## config.mk

```make
export PLATFORM = sky130hd
export DESIGN_NAME = sound_voice_allocator
export DESIGN_NICKNAME = d
export VERILOG_FILES = /design/src/sv/sva_pkg.sv /design/src/sv/sva_datapath.sv /design/src/sv/sva_ctrl.sv /design/src/sv/sound_voice_allocator.sv
export SDC_FILE = /design/constraint.sdc
export NUM_CORES = 1
export LEC_CHECK = 0
export BUFFER_PORTS_ARGS = -buffer_cell sky130_fd_sc_hd__buf_2
export CORE_ASPECT_RATIO = 2
export CORE_MARGIN = 4
export CORE_UTILIZATION = 45
export DETAILED_ROUTE_END_ITERATION = 16
export GPL_ROUTABILITY_DRIVEN = 1
export PLACE_DENSITY_LB_ADDON = 0.1
export SLEW_MARGIN = 20
export SYNTH_ARGS = -nofsm -noshare
export SYNTH_HDL_FRONTEND = slang
export SYNTH_SLANG_ARGS = --single-unit
```

## constraint.sdc

```tcl
create_clock -name clk -period 5.9 [get_ports clk]
set_input_delay 0.295 -clock clk [delete_from_list [all_inputs] [get_ports clk]]
set_output_delay 0.295 -clock clk [all_outputs]
set_load 0.03 [all_outputs]
```

## src/sv/sva_pkg.sv

```systemverilog
`timescale 1ns / 1ps

package sva_pkg;

	localparam int CHANNELS = 8;
	localparam int CH_W     = (CHANNELS > 1) ? $clog2(CHANNELS) : 1;
	localparam int HANDLE_W = 32;

	typedef enum logic [2:0] {
		KIND_PLAY     = 3'd0,
		KIND_STOP     = 3'd1,
		KIND_PAUSE    = 3'd2,
		KIND_RESUME   = 3'd3,
		KIND_QUERY    = 3'd4,
		KIND_FINISHED = 3'd5,
		KIND_STOP_ALL = 3'd6,
		KIND_UNUSED   = 3'd7
	} kind_t;

	localparam logic [1:0] ST_STOPPED = 2'd0;
	localparam logic [1:0] ST_PLAYING = 2'd1;
	localparam logic [1:0] ST_PAUSED  = 2'd2;

	typedef struct packed {
		logic load;
		logic step;
		logic commit;
	} sva_cmd_t;

	typedef struct packed {
		logic scan_req;
		logic scan_last;
		logic out_free;
	} sva_status_t;

endpackage

```

## src/sv/sva_datapath.sv

```systemverilog
`timescale 1ns / 1ps

module sva_datapath import sva_pkg::*; (
	input  logic                clk,
	input  logic                arst_n,
	input  sva_cmd_t            cmd,
	output sva_status_t         status,
	input  logic [2:0]          kind,
	input  logic [7:0]          sound_id,
	input  logic                loop_request,
	input  logic [HANDLE_W-1:0] target_handle,
	input  logic [2:0]          done_channel,
	output logic                out_valid,
	input  logic                out_stall,
	output logic [HANDLE_W-1:0] new_handle,
	output logic [2:0]          chosen_channel,
	output logic                stole,
	output logic [HANDLE_W-1:0] evicted_handle,
	output logic                found,
	output logic [1:0]          sound_state
);

	// channel table
	logic [HANDLE_W-1:0] handle_q  [CHANNELS];
	logic [7:0]          sound_q   [CHANNELS];
	logic                looping_q [CHANNELS];
	logic                paused_q  [CHANNELS];
	logic [HANDLE_W-1:0] cnt_q;

	// latched item
	kind_t               kind_q;
	logic [7:0]          snd_q;
	logic                loop_q;
	logic [HANDLE_W-1:0] tgt_q;
	logic [2:0]          done_q;

	// scan state
	logic [CH_W-1:0]     idx_q;
	logic                free_v_q, same_v_q, nl_v_q, hit_v_q, hit_p_q, done_occ_q;
	logic [CH_W-1:0]     free_i_q, same_i_q, nl_i_q, old_i_q, hit_i_q;
	logic [HANDLE_W-1:0] same_h_q, nl_h_q, old_h_q;

	// result register
	logic                out_valid_q;
	logic [HANDLE_W-1:0] out_new_q, out_evict_q;
	logic [2:0]          out_chan_q;
	logic                out_stole_q, out_found_q;
	logic [1:0]          out_state_q;

	logic [HANDLE_W-1:0] cur_h;
	logic [7:0]          cur_snd;
	logic                cur_loop, cur_pause;
	logic [CH_W-1:0]     play_i, done_i;
	logic [HANDLE_W-1:0] play_evict, next_cnt;
	logic [HANDLE_W-1:0] res_new, res_evict;
	logic [2:0]          res_chan;
	logic                res_stole, res_found;
	logic [1:0]          res_state;

	assign cur_h     = handle_q[idx_q];
	assign cur_snd   = sound_q[idx_q];
	assign cur_loop  = looping_q[idx_q];
	assign cur_pause = paused_q[idx_q];

	always_comb begin
		status.scan_req  = (kind_t'(kind) inside {KIND_PLAY, KIND_STOP, KIND_PAUSE,
			KIND_RESUME, KIND_QUERY, KIND_FINISHED});
		status.scan_last = (idx_q == CH_W'(CHANNELS - 1));
		status.out_free  = !out_valid_q || !out_stall;
	end

	// steal order: free, newest same sound, newest non-looping, oldest
	always_comb begin
		if (free_v_q) begin
			play_i     = free_i_q;
			play_evict = '0;
		end else if (same_v_q) begin
			play_i     = same_i_q;
			play_evict = same_h_q;
		end else if (nl_v_q) begin
			play_i     = nl_i_q;
			play_evict = nl_h_q;
		end else begin
			play_i     = old_i_q;
			play_evict = old_h_q;
		end
	end

	// counter skips zero on wrap
	assign next_cnt = (cnt_q == '1) ? HANDLE_W'(1) : cnt_q + HANDLE_W'(1);
	assign done_i   = CH_W'(done_q);

	always_comb begin
		res_new   = '0;
		res_evict = '0;
		res_chan  = '0;
		res_stole = 1'b0;
		res_found = 1'b0;
		res_state = ST_STOPPED;
		case (kind_q)
			KIND_PLAY: begin
				res_new   = next_cnt;
				res_chan  = 3'(play_i);
				res_stole = !free_v_q;
				res_evict = play_evict;
			end
			KIND_STOP, KIND_PAUSE, KIND_RESUME, KIND_QUERY: begin
				res_found = hit_v_q;
				res_chan  = hit_v_q ? 3'(hit_i_q) : 3'd0;
				if (kind_q == KIND_QUERY && hit_v_q)
					res_state = hit_p_q ? ST_PAUSED : ST_PLAYING;
			end
			KIND_FINISHED: begin
				res_chan  = done_q;
				res_found = done_occ_q;
			end
			default: begin
			end
		endcase
	end

	always_ff @(posedge clk or negedge arst_n) begin
		if (!arst_n) begin
			for (int i = 0; i < CHANNELS; i++)
				handle_q[i] <= '0;
			cnt_q       <= '0;
			out_valid_q <= 1'b0;
		end else begin
			if (cmd.commit) begin
				out_valid_q <= 1'b1;
				case (kind_q)
					KIND_PLAY: begin
						handle_q[play_i] <= next_cnt;
						cnt_q            <= next_cnt;
					end
					KIND_STOP: begin
						if (hit_v_q)
							handle_q[hit_i_q] <= '0;
					end
					KIND_FINISHED: begin
						if (done_occ_q)
							handle_q[done_i] <= '0;
					end
					KIND_STOP_ALL: begin
						for (int i = 0; i < CHANNELS; i++)
							handle_q[i] <= '0;
					end
					default: begin
					end
				endcase
			end else if (!out_stall) begin
				out_valid_q <= 1'b0;
			end
		end
	end

	always_ff @(posedge clk) begin
		if (cmd.load) begin
			kind_q     <= kind_t'(kind);
			snd_q      <= sound_id;
			loop_q     <= loop_request;
			tgt_q      <= target_handle;
			done_q     <= done_channel;
			idx_q      <= '0;
			free_v_q   <= 1'b0;
			same_v_q   <= 1'b0;
			nl_v_q     <= 1'b0;
			hit_v_q    <= 1'b0;
			done_occ_q <= 1'b0;
		end
		if (cmd.step) begin
			idx_q <= idx_q + CH_W'(1);
			if (!free_v_q && cur_h == '0) begin
				free_v_q <= 1'b1;
				free_i_q <= idx_q;
			end
			if (cur_h != '0 && cur_snd == snd_q && (!same_v_q || cur_h > same_h_q)) begin
				same_v_q <= 1'b1;
				same_i_q <= idx_q;
				same_h_q <= cur_h;
			end
			if (cur_h != '0 && !cur_loop && (!nl_v_q || cur_h > nl_h_q)) begin
				nl_v_q <= 1'b1;
				nl_i_q <= idx_q;
				nl_h_q <= cur_h;
			end
			if (idx_q == '0 || cur_h < old_h_q) begin
				old_i_q <= idx_q;
				old_h_q <= cur_h;
			end
			if (!hit_v_q && tgt_q != '0 && cur_h == tgt_q) begin
				hit_v_q <= 1'b1;
				hit_i_q <= idx_q;
				hit_p_q <= cur_pause;
			end
			if (int'(done_q) == int'(idx_q) && cur_h != '0)
				done_occ_q <= 1'b1;
		end
		if (cmd.commit) begin
			case (kind_q)
				KIND_PLAY: begin
					sound_q[play_i]   <= snd_q;
					looping_q[play_i] <= loop_q;
					paused_q[play_i]  <= 1'b0;
				end
				KIND_PAUSE: begin
					if (hit_v_q)
						paused_q[hit_i_q] <= 1'b1;
				end
				KIND_RESUME: begin
					if (hit_v_q)
						paused_q[hit_i_q] <= 1'b0;
				end
				default: begin
				end
			endcase
			out_new_q   <= res_new;
			out_evict_q <= res_evict;
			out_chan_q  <= res_chan;
			out_stole_q <= res_stole;
			out_found_q <= res_found;
			out_state_q <= res_state;
		end
	end

	assign out_valid      = out_valid_q;
	assign new_handle     = out_new_q;
	assign chosen_channel = out_chan_q;
	assign stole          = out_stole_q;
	assign evicted_handle = out_evict_q;
	assign found          = out_found_q;
	assign sound_state    = out_state_q;

`ifndef NO_ASSERTIONS
	a_commit_free: assert property (@(posedge clk) disable iff (!arst_n)
		cmd.commit |-> (!out_valid_q || !out_stall))
		else $error("result overwritten while still waiting");
	a_cnt_nonzero: assert property (@(posedge clk) disable iff (!arst_n)
		(cmd.commit && kind_q == KIND_PLAY) |=> (cnt_q != '0 && out_new_q == cnt_q))
		else $error("play issued handle zero or mismatched counter");
	a_steal_handle: assert property (@(posedge clk) disable iff (!arst_n)
		(out_valid_q && out_stole_q) |-> (out_evict_q != '0 && out_new_q != '0))
		else $error("steal reported without an evicted handle");
`endif

endmodule

```

## src/sv/sva_ctrl.sv

```systemverilog
`timescale 1ns / 1ps

module sva_ctrl import sva_pkg::*; (
	input  logic        clk,
	input  logic        arst_n,
	input  logic        in_valid,
	output logic        in_stall,
	input  sva_status_t status,
	output sva_cmd_t    cmd
);

	typedef enum logic [2:0] {
		S_IDLE   = 3'b001,
		S_SCAN   = 3'b010,
		S_FINISH = 3'b100
	} state_t;

	state_t state_q, state_d;

	always_comb begin
		state_d    = state_q;
		cmd.load   = 1'b0;
		cmd.step   = 1'b0;
		cmd.commit = 1'b0;
		case (state_q)
			S_IDLE: begin
				if (in_valid) begin
					cmd.load = 1'b1;
					state_d  = status.scan_req ? S_SCAN : S_FINISH;
				end
			end
			S_SCAN: begin
				cmd.step = 1'b1;
				if (status.scan_last)
					state_d = S_FINISH;
			end
			S_FINISH: begin
				if (status.out_free) begin
					cmd.commit = 1'b1;
					state_d    = S_IDLE;
				end
			end
			default: state_d = S_IDLE;
		endcase
	end

	always_ff @(posedge clk or negedge arst_n) begin
		if (!arst_n)
			state_q <= S_IDLE;
		else
			state_q <= state_d;
	end

	assign in_stall = (state_q != S_IDLE);

`ifndef NO_ASSERTIONS
	a_scan_end: assert property (@(posedge clk) disable iff (!arst_n)
		(state_q == S_SCAN && status.scan_last) |=> state_q == S_FINISH)
		else $error("scan did not end after last channel");
	a_load_idle: assert property (@(posedge clk) disable iff (!arst_n)
		cmd.load |=> (state_q == S_SCAN || state_q == S_FINISH))
		else $error("item taken without starting work");
	a_one_cmd: assert property (@(posedge clk) disable iff (!arst_n)
		$onehot0({cmd.load, cmd.step, cmd.commit}))
		else $error("conflicting datapath commands");
`endif

endmodule

```

## src/sv/sound_voice_allocator.sv

```systemverilog
`timescale 1ns / 1ps

// sound voice allocator: a table of 8 channels, each holding a handle, sound id,
// looping and paused marks. play takes the lowest free channel, or else steals
// the newest handle of the same sound, then the newest non-looping handle, then
// the oldest handle; every play issues the next nonzero handle. stop, pause,
// resume, query, channel-finished and stop-all are also handled, one result item
// per input item. kinds 0 to 5 walk the table one channel per cycle, then the
// result is registered; stop-all and the unused kind go straight to the result.
// one item is worked at a time; the result sits in an output register, so the
// next item is taken while it waits to be collected.
module sound_voice_allocator import sva_pkg::*; (
	input  logic                clk,
	input  logic                arst_n,
	input  logic                in_valid,
	output logic                in_stall,
	input  logic [2:0]          kind,
	input  logic [7:0]          sound_id,
	input  logic                loop_request,
	input  logic [HANDLE_W-1:0] target_handle,
	input  logic [2:0]          done_channel,
	output logic                out_valid,
	input  logic                out_stall,
	output logic [HANDLE_W-1:0] new_handle,
	output logic [2:0]          chosen_channel,
	output logic                stole,
	output logic [HANDLE_W-1:0] evicted_handle,
	output logic                found,
	output logic [1:0]          sound_state
);

	sva_cmd_t    cmd;
	sva_status_t status;

	sva_ctrl u_ctrl (
		.clk      (clk),
		.arst_n   (arst_n),
		.in_valid (in_valid),
		.in_stall (in_stall),
		.status   (status),
		.cmd      (cmd)
	);

	sva_datapath u_datapath (
		.clk            (clk),
		.arst_n         (arst_n),
		.cmd            (cmd),
		.status         (status),
		.kind           (kind),
		.sound_id       (sound_id),
		.loop_request   (loop_request),
		.target_handle  (target_handle),
		.done_channel   (done_channel),
		.out_valid      (out_valid),
		.out_stall      (out_stall),
		.new_handle     (new_handle),
		.chosen_channel (chosen_channel),
		.stole          (stole),
		.evicted_handle (evicted_handle),
		.found          (found),
		.sound_state    (sound_state)
	);

endmodule
```

==> results.json, run 1 <==
{
  "outcome": "finished, final reports clean",
  "fin_tns_setup_ns": 0,
  "slew_headroom_pct": 16.4,
  "cp_slowest_cell": "edfxtp_1",
  "r2r-start": "u_datapath.idx_q[0]",
  "cts_buffer_depth": 3,
  "crit_start": "u_datapath.idx_q[0]",
  "wl_per_cell_microns": 30.4,
  "wl_mm": 98.2,
  "irDropWorstVdd_mv": 0.246,
  "cts_max_level": 2,
  "worstMarginPinSlew_ns": 1.25,
  "cp_cell_sequence": "buf_4, mux4_2, mux2_2, ha_1, nand4_1, or2_2, nor3_1, o31a_1, a2bb2oi_1, a41oi_1, nor3_2, buf_4",
  "leakage_nw": 13.7,
  "crit_top_cell": "buf_4",
  "synth_edf_count": 313,
  "multi_input_area_sq_um": 11000,
  "coreArea_sq_um": 63600,
  "post_cts_buffers": 0,
  "slowest_delay_ns": 0.80,
  "hold_viol": 0,
  "drv_slew": 0,
  "synth-main-ff-cell": "edfxtp_1",
  "root_buffer": "clkbuf_16",
  "die-area_sq_um": 68400,
  "hold_path_class": "input pin to asynchronous set/reset pin",
  "grt_pass1_wl_mm": 144,
  "synth_cell_types": 76,
  "ys_ff_latch": 613,
  "dp_hpwl_mm": 71.0,
  "reg2regPathDepth": 12,
  "start_kind": "flop",
  "syn2layout_area_growth_pct": 14.2,
  "grt_pass1_vias": 21342,
  "vias_per_cell": 6.27,
  "syn_nets": 2362,
  "crit_cells": 12,
  "insertion_delay_ns": 0.66,
  "worstSetupPathType": "flop to flop",
  "dr.pass1.iters": 5,
  "io_pins": 124,
  "rows": 131,
  "layout-drive-gt1-share_pct": 16.7,
  "async_flop_share_pct": 47.6,
  "cp_max_fo": 30,
  "endpoint": "u_datapath.nl_h_q[12]",
  "total_power_mw": 11.3,
  "place_congestion": 0.940,
  "drc_errors": 0,
  "vias": 20297,
  "n_antenna_cell": 0,
  "stdcell_count": 3235,
  "synth_cells": 2212,
  "min_period_over_period_pct": 84.4,
  "dp_cells": 3077,
  "required_ns": 6.17,
  "initial_core_util_pct": 45.3,
  "io_buffers": 123,
  "fill_cells": 5478,
  "rsz0062_at_grt": "no",
  "yosysSeqAreaShare_pct": 58.5,
  "yosysWarnings": 0,
  "drt_iter0_drc": 1693,
  "syn-cell-area_sq_um": 28800,
  "seq_area_sq_um": 16900,
  "post-route-min-period_ns": 4.98,
  "syn_area_per_cell_sq_um": 13.0,
  "cp-end-kind": "flop",
  "clk_transition_reported_paths_ns": 0.07,
  "p_per_area_nw_per_um2": 344,
  "path_buf_inv": 2,
  "postRouteAntennaNets": 0,
  "crit_family": "simple AND/OR/NAND/NOR gates",
  "clock_sinks": 613,
  "overflow": 0,
  "numCtsBuffers": 58,
  "clock.fmax_ghz": 0.201,
  "die_w_microns": 187,
  "die_h_microns": 366,
  "cts_resized": 0,
  "grt_usage_pct": 28.4,
  "rr_endpoint": "u_datapath.nl_h_q[12]",
  "arrival_ns": 5.24,
  "antenna_found_initial": 0,
  "layout.nets": 2539,
  "skew_ns": 0.0371,
  "cap_violations": 0,
  "cts_tree": "yes",
  "setup_viol": 0,
  "reg2reg_slack_ns": 0.92,
  "grt_max_degree": 178
}
## cells in the mapped netlist, types with 52 or more instances
| master | instances | area share [%] |
|---|---|---|
| o2bb2ai_1 | 98 | 3.0 |
| nor2_1 | 155 | 2.0 |
| dfrtp_1 | 291 | 25 |
| edfxtp_1 | 313 | 33 |
| mux2i_1 | 60 | 2.1 |
| nand2_1 | 128 | 1.7 |
| mux4_2 | 69 | 5.4 |
| ha_1 | 99 | 4.3 |
| o21ai_0 | 52 | 0.90 |
| a211oi_1 | 66 | 1.7 |
| inv_1 | 120 | 1.6 |
| clkbuf_1 | 79 | 1.0 |
| a22o_1 | 144 | 4.4 |
## area by class of cell
class,count,share of cell area (%)
Tap cell,798,3.04
Timing Repair Buffer,237,5.11
Inverter,123,1.40
Clock buffer,90,5.21
Sequential cell,613,51.3
Clock inverter,18,0.567
Multi-Input combinational cell,1356,33.4
## logic make-up (layout without fill, tap and decap cells)
kind of cell	count (synthesis)	after routing	share of synthesized area, %
flip-flops	613	613	58.5
AND/OR/NAND/NOR	509	509	8.66
AO/OA/AOI/OAI	499	499	13.5
buffers and inverters	243	468	3.56
multiplexers	161	161	8.80
adder cells (fa/ha/maj)	99	99	4.30
XOR/XNOR	88	88	2.68
## worst reg2reg max path: stages (launching register included)
cell and delay [ns]:
edfxtp_1 0.80, buf_4 0.36, mux4_2 0.60, mux2_2 0.39, ha_1 0.34, nand4_1 0.13
or2_2 0.33, nor3_1 0.19, o31a_1 0.16, a2bb2oi_1 0.19, a41oi_1 0.09, nor3_2 0.48
buf_4 0.52
## report_power, final
| part | internal, mW | switching, mW | leakage (nW) |
|---|---|---|---|
| registers | 4.82 | 0.254 | 6.95 |
| logic | 0.898 | 1.55 | 5.79 |
| clock network | 2.13 | 1.67 | 0.928 |
| total | 7.85 | 3.47 | 13.7 |
## layer usage
layer	track usage, %	share of wire, %	wire (microns)	vias up
li1	-	-	-	8782
met1	30.2	34	33500	10328
met4	20.2	8.8	8610	0
met5	0	0	0	-
met3	3.51	4.6	4530	326
met2	51.5	53	51600	861
## cells in the final DEF (no fill, tap or decap), drive strengths merged, types with 7 or more instances in the layout
| cell type | n |
|---|---|
| o211ai | 7 |
| edfxtp | 313 |
| nor2b | 14 |
| nand2b | 12 |
| nor3 | 28 |
| o21ai | 56 |
| mux2 | 29 |
| nand3b | 8 |
| a22o | 144 |
| o2bb2ai | 98 |
| nor2 | 156 |
| inv | 120 |
| ha | 99 |
| a21oi | 32 |
| mux4 | 70 |
| o21a | 10 |
| nor4 | 39 |
| xor2 | 48 |
| mux2i | 62 |
| clkinv | 16 |
| and3 | 17 |
| dfxtp | 8 |
| nand3 | 36 |
| nand2 | 128 |
| a21o | 20 |
| dfrtp | 291 |
| o31ai | 8 |
| nand4 | 31 |
| a211oi | 66 |
| dlygate4sd3 | 50 |
| or4 | 10 |
| buf | 187 |
| a31oi | 7 |
| xnor2 | 40 |
| clkbuf | 90 |
## worst min path at each step
stage / slack (ns) / end / cells past startpoint / startpoint
after floorplan: -0.0006 / asynchronous set/reset pin / 0 / arst_n
after global placement: 0.45 / asynchronous set/reset pin / 1 / arst_n
after detailed placement: 0.45 / asynchronous set/reset pin / 1 / arst_n
after CTS: 0.33 / u_datapath.done_i[2] / 2 / done_channel[2]
after global routing: 0.36 / u_datapath.snd_q[7] / 2 / sound_id[7]
final: 0.27 / asynchronous set/reset pin / 2 / arst_n
## metrics by stage
stage	area (sq um)	util (%)	setup slack [ns]	hold WS [ns]
after global routing	32900	51.7	0.737	0.358
after floorplan	28800	-	0.0618	-0.000591
final	32900	51.7	0.921	0.271
after detailed placement	30500	47.9	0.963	0.455
after CTS	32900	51.7	0.907	0.333
after global placement	30500	47.9	1.03	0.446
## what timing repair did
action | in CTS | in global routing
endpoints found under the setup margin | 0 | 0
hold buffers | 50 | 0
endpoints found under the hold margin | 165 | 0
Note: power is estimated with default switching activity, not from simulation.
==> run 2, diff against run 1 <==
clock period = 5.15 ns   (was 5.9 ns; I/O delays follow)
==> run 2 against run 1 <==
Utilization rose by 0.41 points. Clock skew is 0.0016 ns lower. Non-clock buffer count grew 11. Sequential share of layout area down 0.40 points. Hold slack lost 0.036 ns. Largest power group unchanged.
==> results.json, run 2 (synthesis results as in run 1) <==
{
  "grt_pass1_wl_mm": 143,
  "seq_area_sq_um": 16900,
  "grt_usage_pct": 27.8,
  "required_ns": 5.50,
  "start_kind": "flop",
  "layout.nets": 2549,
  "total_power_mw": 13.1,
  "grt_pass1_vias": 21428,
  "hold_path_class": "input pin to asynchronous set/reset pin",
  "clock_sinks": 613,
  "stdcell_count": 3244,
  "fill_cells": 5459,
  "worstMarginPinSlew_ns": 1.15,
  "numCtsBuffers": 57,
  "hold_viol": 0,
  "place_congestion": 0.985,
  "grt_max_degree": 148,
  "cts_tree": "yes",
  "postRouteAntennaNets": 0,
  "io_buffers": 123,
  "dpl_worst_slack_ns": 0.324,
  "setup_viol": 0,
  "die_h_microns": 366,
  "dr.pass1.iters": 7,
  "n_antenna_cell": 0,
  "wl_per_cell_microns": 29.7,
  "drv_slew": 0,
  "p_per_area_nw_per_um2": 396,
  "cp_max_fo": 19,
  "cts_max_level": 2,
  "leakage_nw": 13.8,
  "io_pins": 124,
  "post_cts_buffers": 0,
  "final_cell_mix": "edfxtp_1 (313), dfrtp_1 (291), nor2_1 (150)",
  "wl_mm": 96.5,
  "arrival_ns": 5.26,
  "overflow": 0,
  "cts_buffer_depth": 3,
  "reg2reg_slack_ns": 0.24,
  "holdWs_ns": 0.235,
  "cap_violations": 0,
  "vias_per_cell": 6.33,
  "drc_errors": 0,
  "die_w_microns": 187,
  "skew_ns": 0.0355,
  "clk_transition_reported_paths_ns": 0.07,
  "cp-end-kind": "flop",
  "multi_input_area_sq_um": 11000,
  "coreArea_sq_um": 63600,
  "min_period_over_period_pct": 95.4,
  "rows": 131,
  "syn2layout_area_growth_pct": 15.1,
  "drt_iter0_drc": 1469,
  "dp_cells": 3088,
  "die-area_sq_um": 68400,
  "slew_headroom_pct": 23.6,
  "rsz0062_at_grt": "no",
  "clock.fmax_ghz": 0.203,
  "post-route-min-period_ns": 4.91,
  "layout-drive-gt1-share_pct": 17.7,
  "outcome": "finished, final reports clean",
  "setup_slack_ns": 0.236,
  "insertion_delay_ns": 0.62,
  "initial_core_util_pct": 45.3,
  "vias": 20519,
  "mostFrequentLayoutCell": "edfxtp_1",
  "root_buffer": "clkbuf_16",
  "worstSetupPathType": "flop to flop",
  "irDropWorstVdd_mv": 0.268,
  "antenna_found_initial": 0,
  "dp_hpwl_mm": 69.5
}
==> run 2: area by class of cell <==
type | count | area share (%)
well taps | 798 | 3.01
clock buffers | 79 | 5.20
multi-input cells | 1356 | 33.3
clock inverters | 27 | 0.778
inverters | 123 | 1.39
flip-flops and latches | 613 | 50.9
repair buffers | 248 | 5.42
==> run 2: critical path, stage by stage (launching register included) <==
cell	delay, ns
edfxtp_1	1.11
buf_4	0.35
mux4_2	0.55
mux2_2	0.39
ha_1	0.32
nand4_1	0.18
nor4_2	0.85
a211oi_1	0.21
nand4_1	0.36
nor3_4	0.12
buf_12	0.18
==> run 2: path summary, 6_finish.rpt <==
check | start | to | cells past startpoint
setup reg to reg | u_datapath.idx_q[0] | u_datapath.same_h_q[25] | 10
hold / removal | arst_n | asynchronous set/reset pin | 2
min in group clk | target_handle[19] | u_datapath.tgt_q[19] | 2
hold reg to reg | flop | flop | 1
max in group asynchronous | arst_n | asynchronous set/reset pin | 3
setup / recovery | u_datapath.idx_q[0] | u_datapath.same_h_q[25] | 10
==> run 2: through the flow <==
step	setup TNS, ns	utilization [%]	instance area [sq um]
after global routing	0	52.1	33100
after CTS	0	52.1	33100
after detailed placement	0	48.2	30600
after floorplan	0	-	28800
final	0	52.1	33100
after global placement	-1.94	48.1	30600
==> run 2: what timing repair did <==
| item | in CTS | in global routing |
|---|---|---|
| endpoints found under the hold margin | 140 | 0 |
| hold buffers | 50 | 0 |
| resized for setup | 0 | 0 |
| setup endpoints to repair | 0 | 0 |
==> run 2: power by group <==
group / leakage (nW) / total (mW) / internal, mW / switching (mW)
Sequential: 6.95 / 5.86 / 5.52 / 0.338
Combinational: 5.87 / 2.79 / 1.03 / 1.76
Clock: 0.974 / 4.46 / 2.50 / 1.96
==> run 2: layer usage <==
layer,up-vias,GRT usage [%],wire [microns]
met5,-,0,0
met4,0,16.6,7180
met3,291,3.13,4580
met2,889,50.7,50500
met1,10517,31.1,34200
li1,8822,-,-
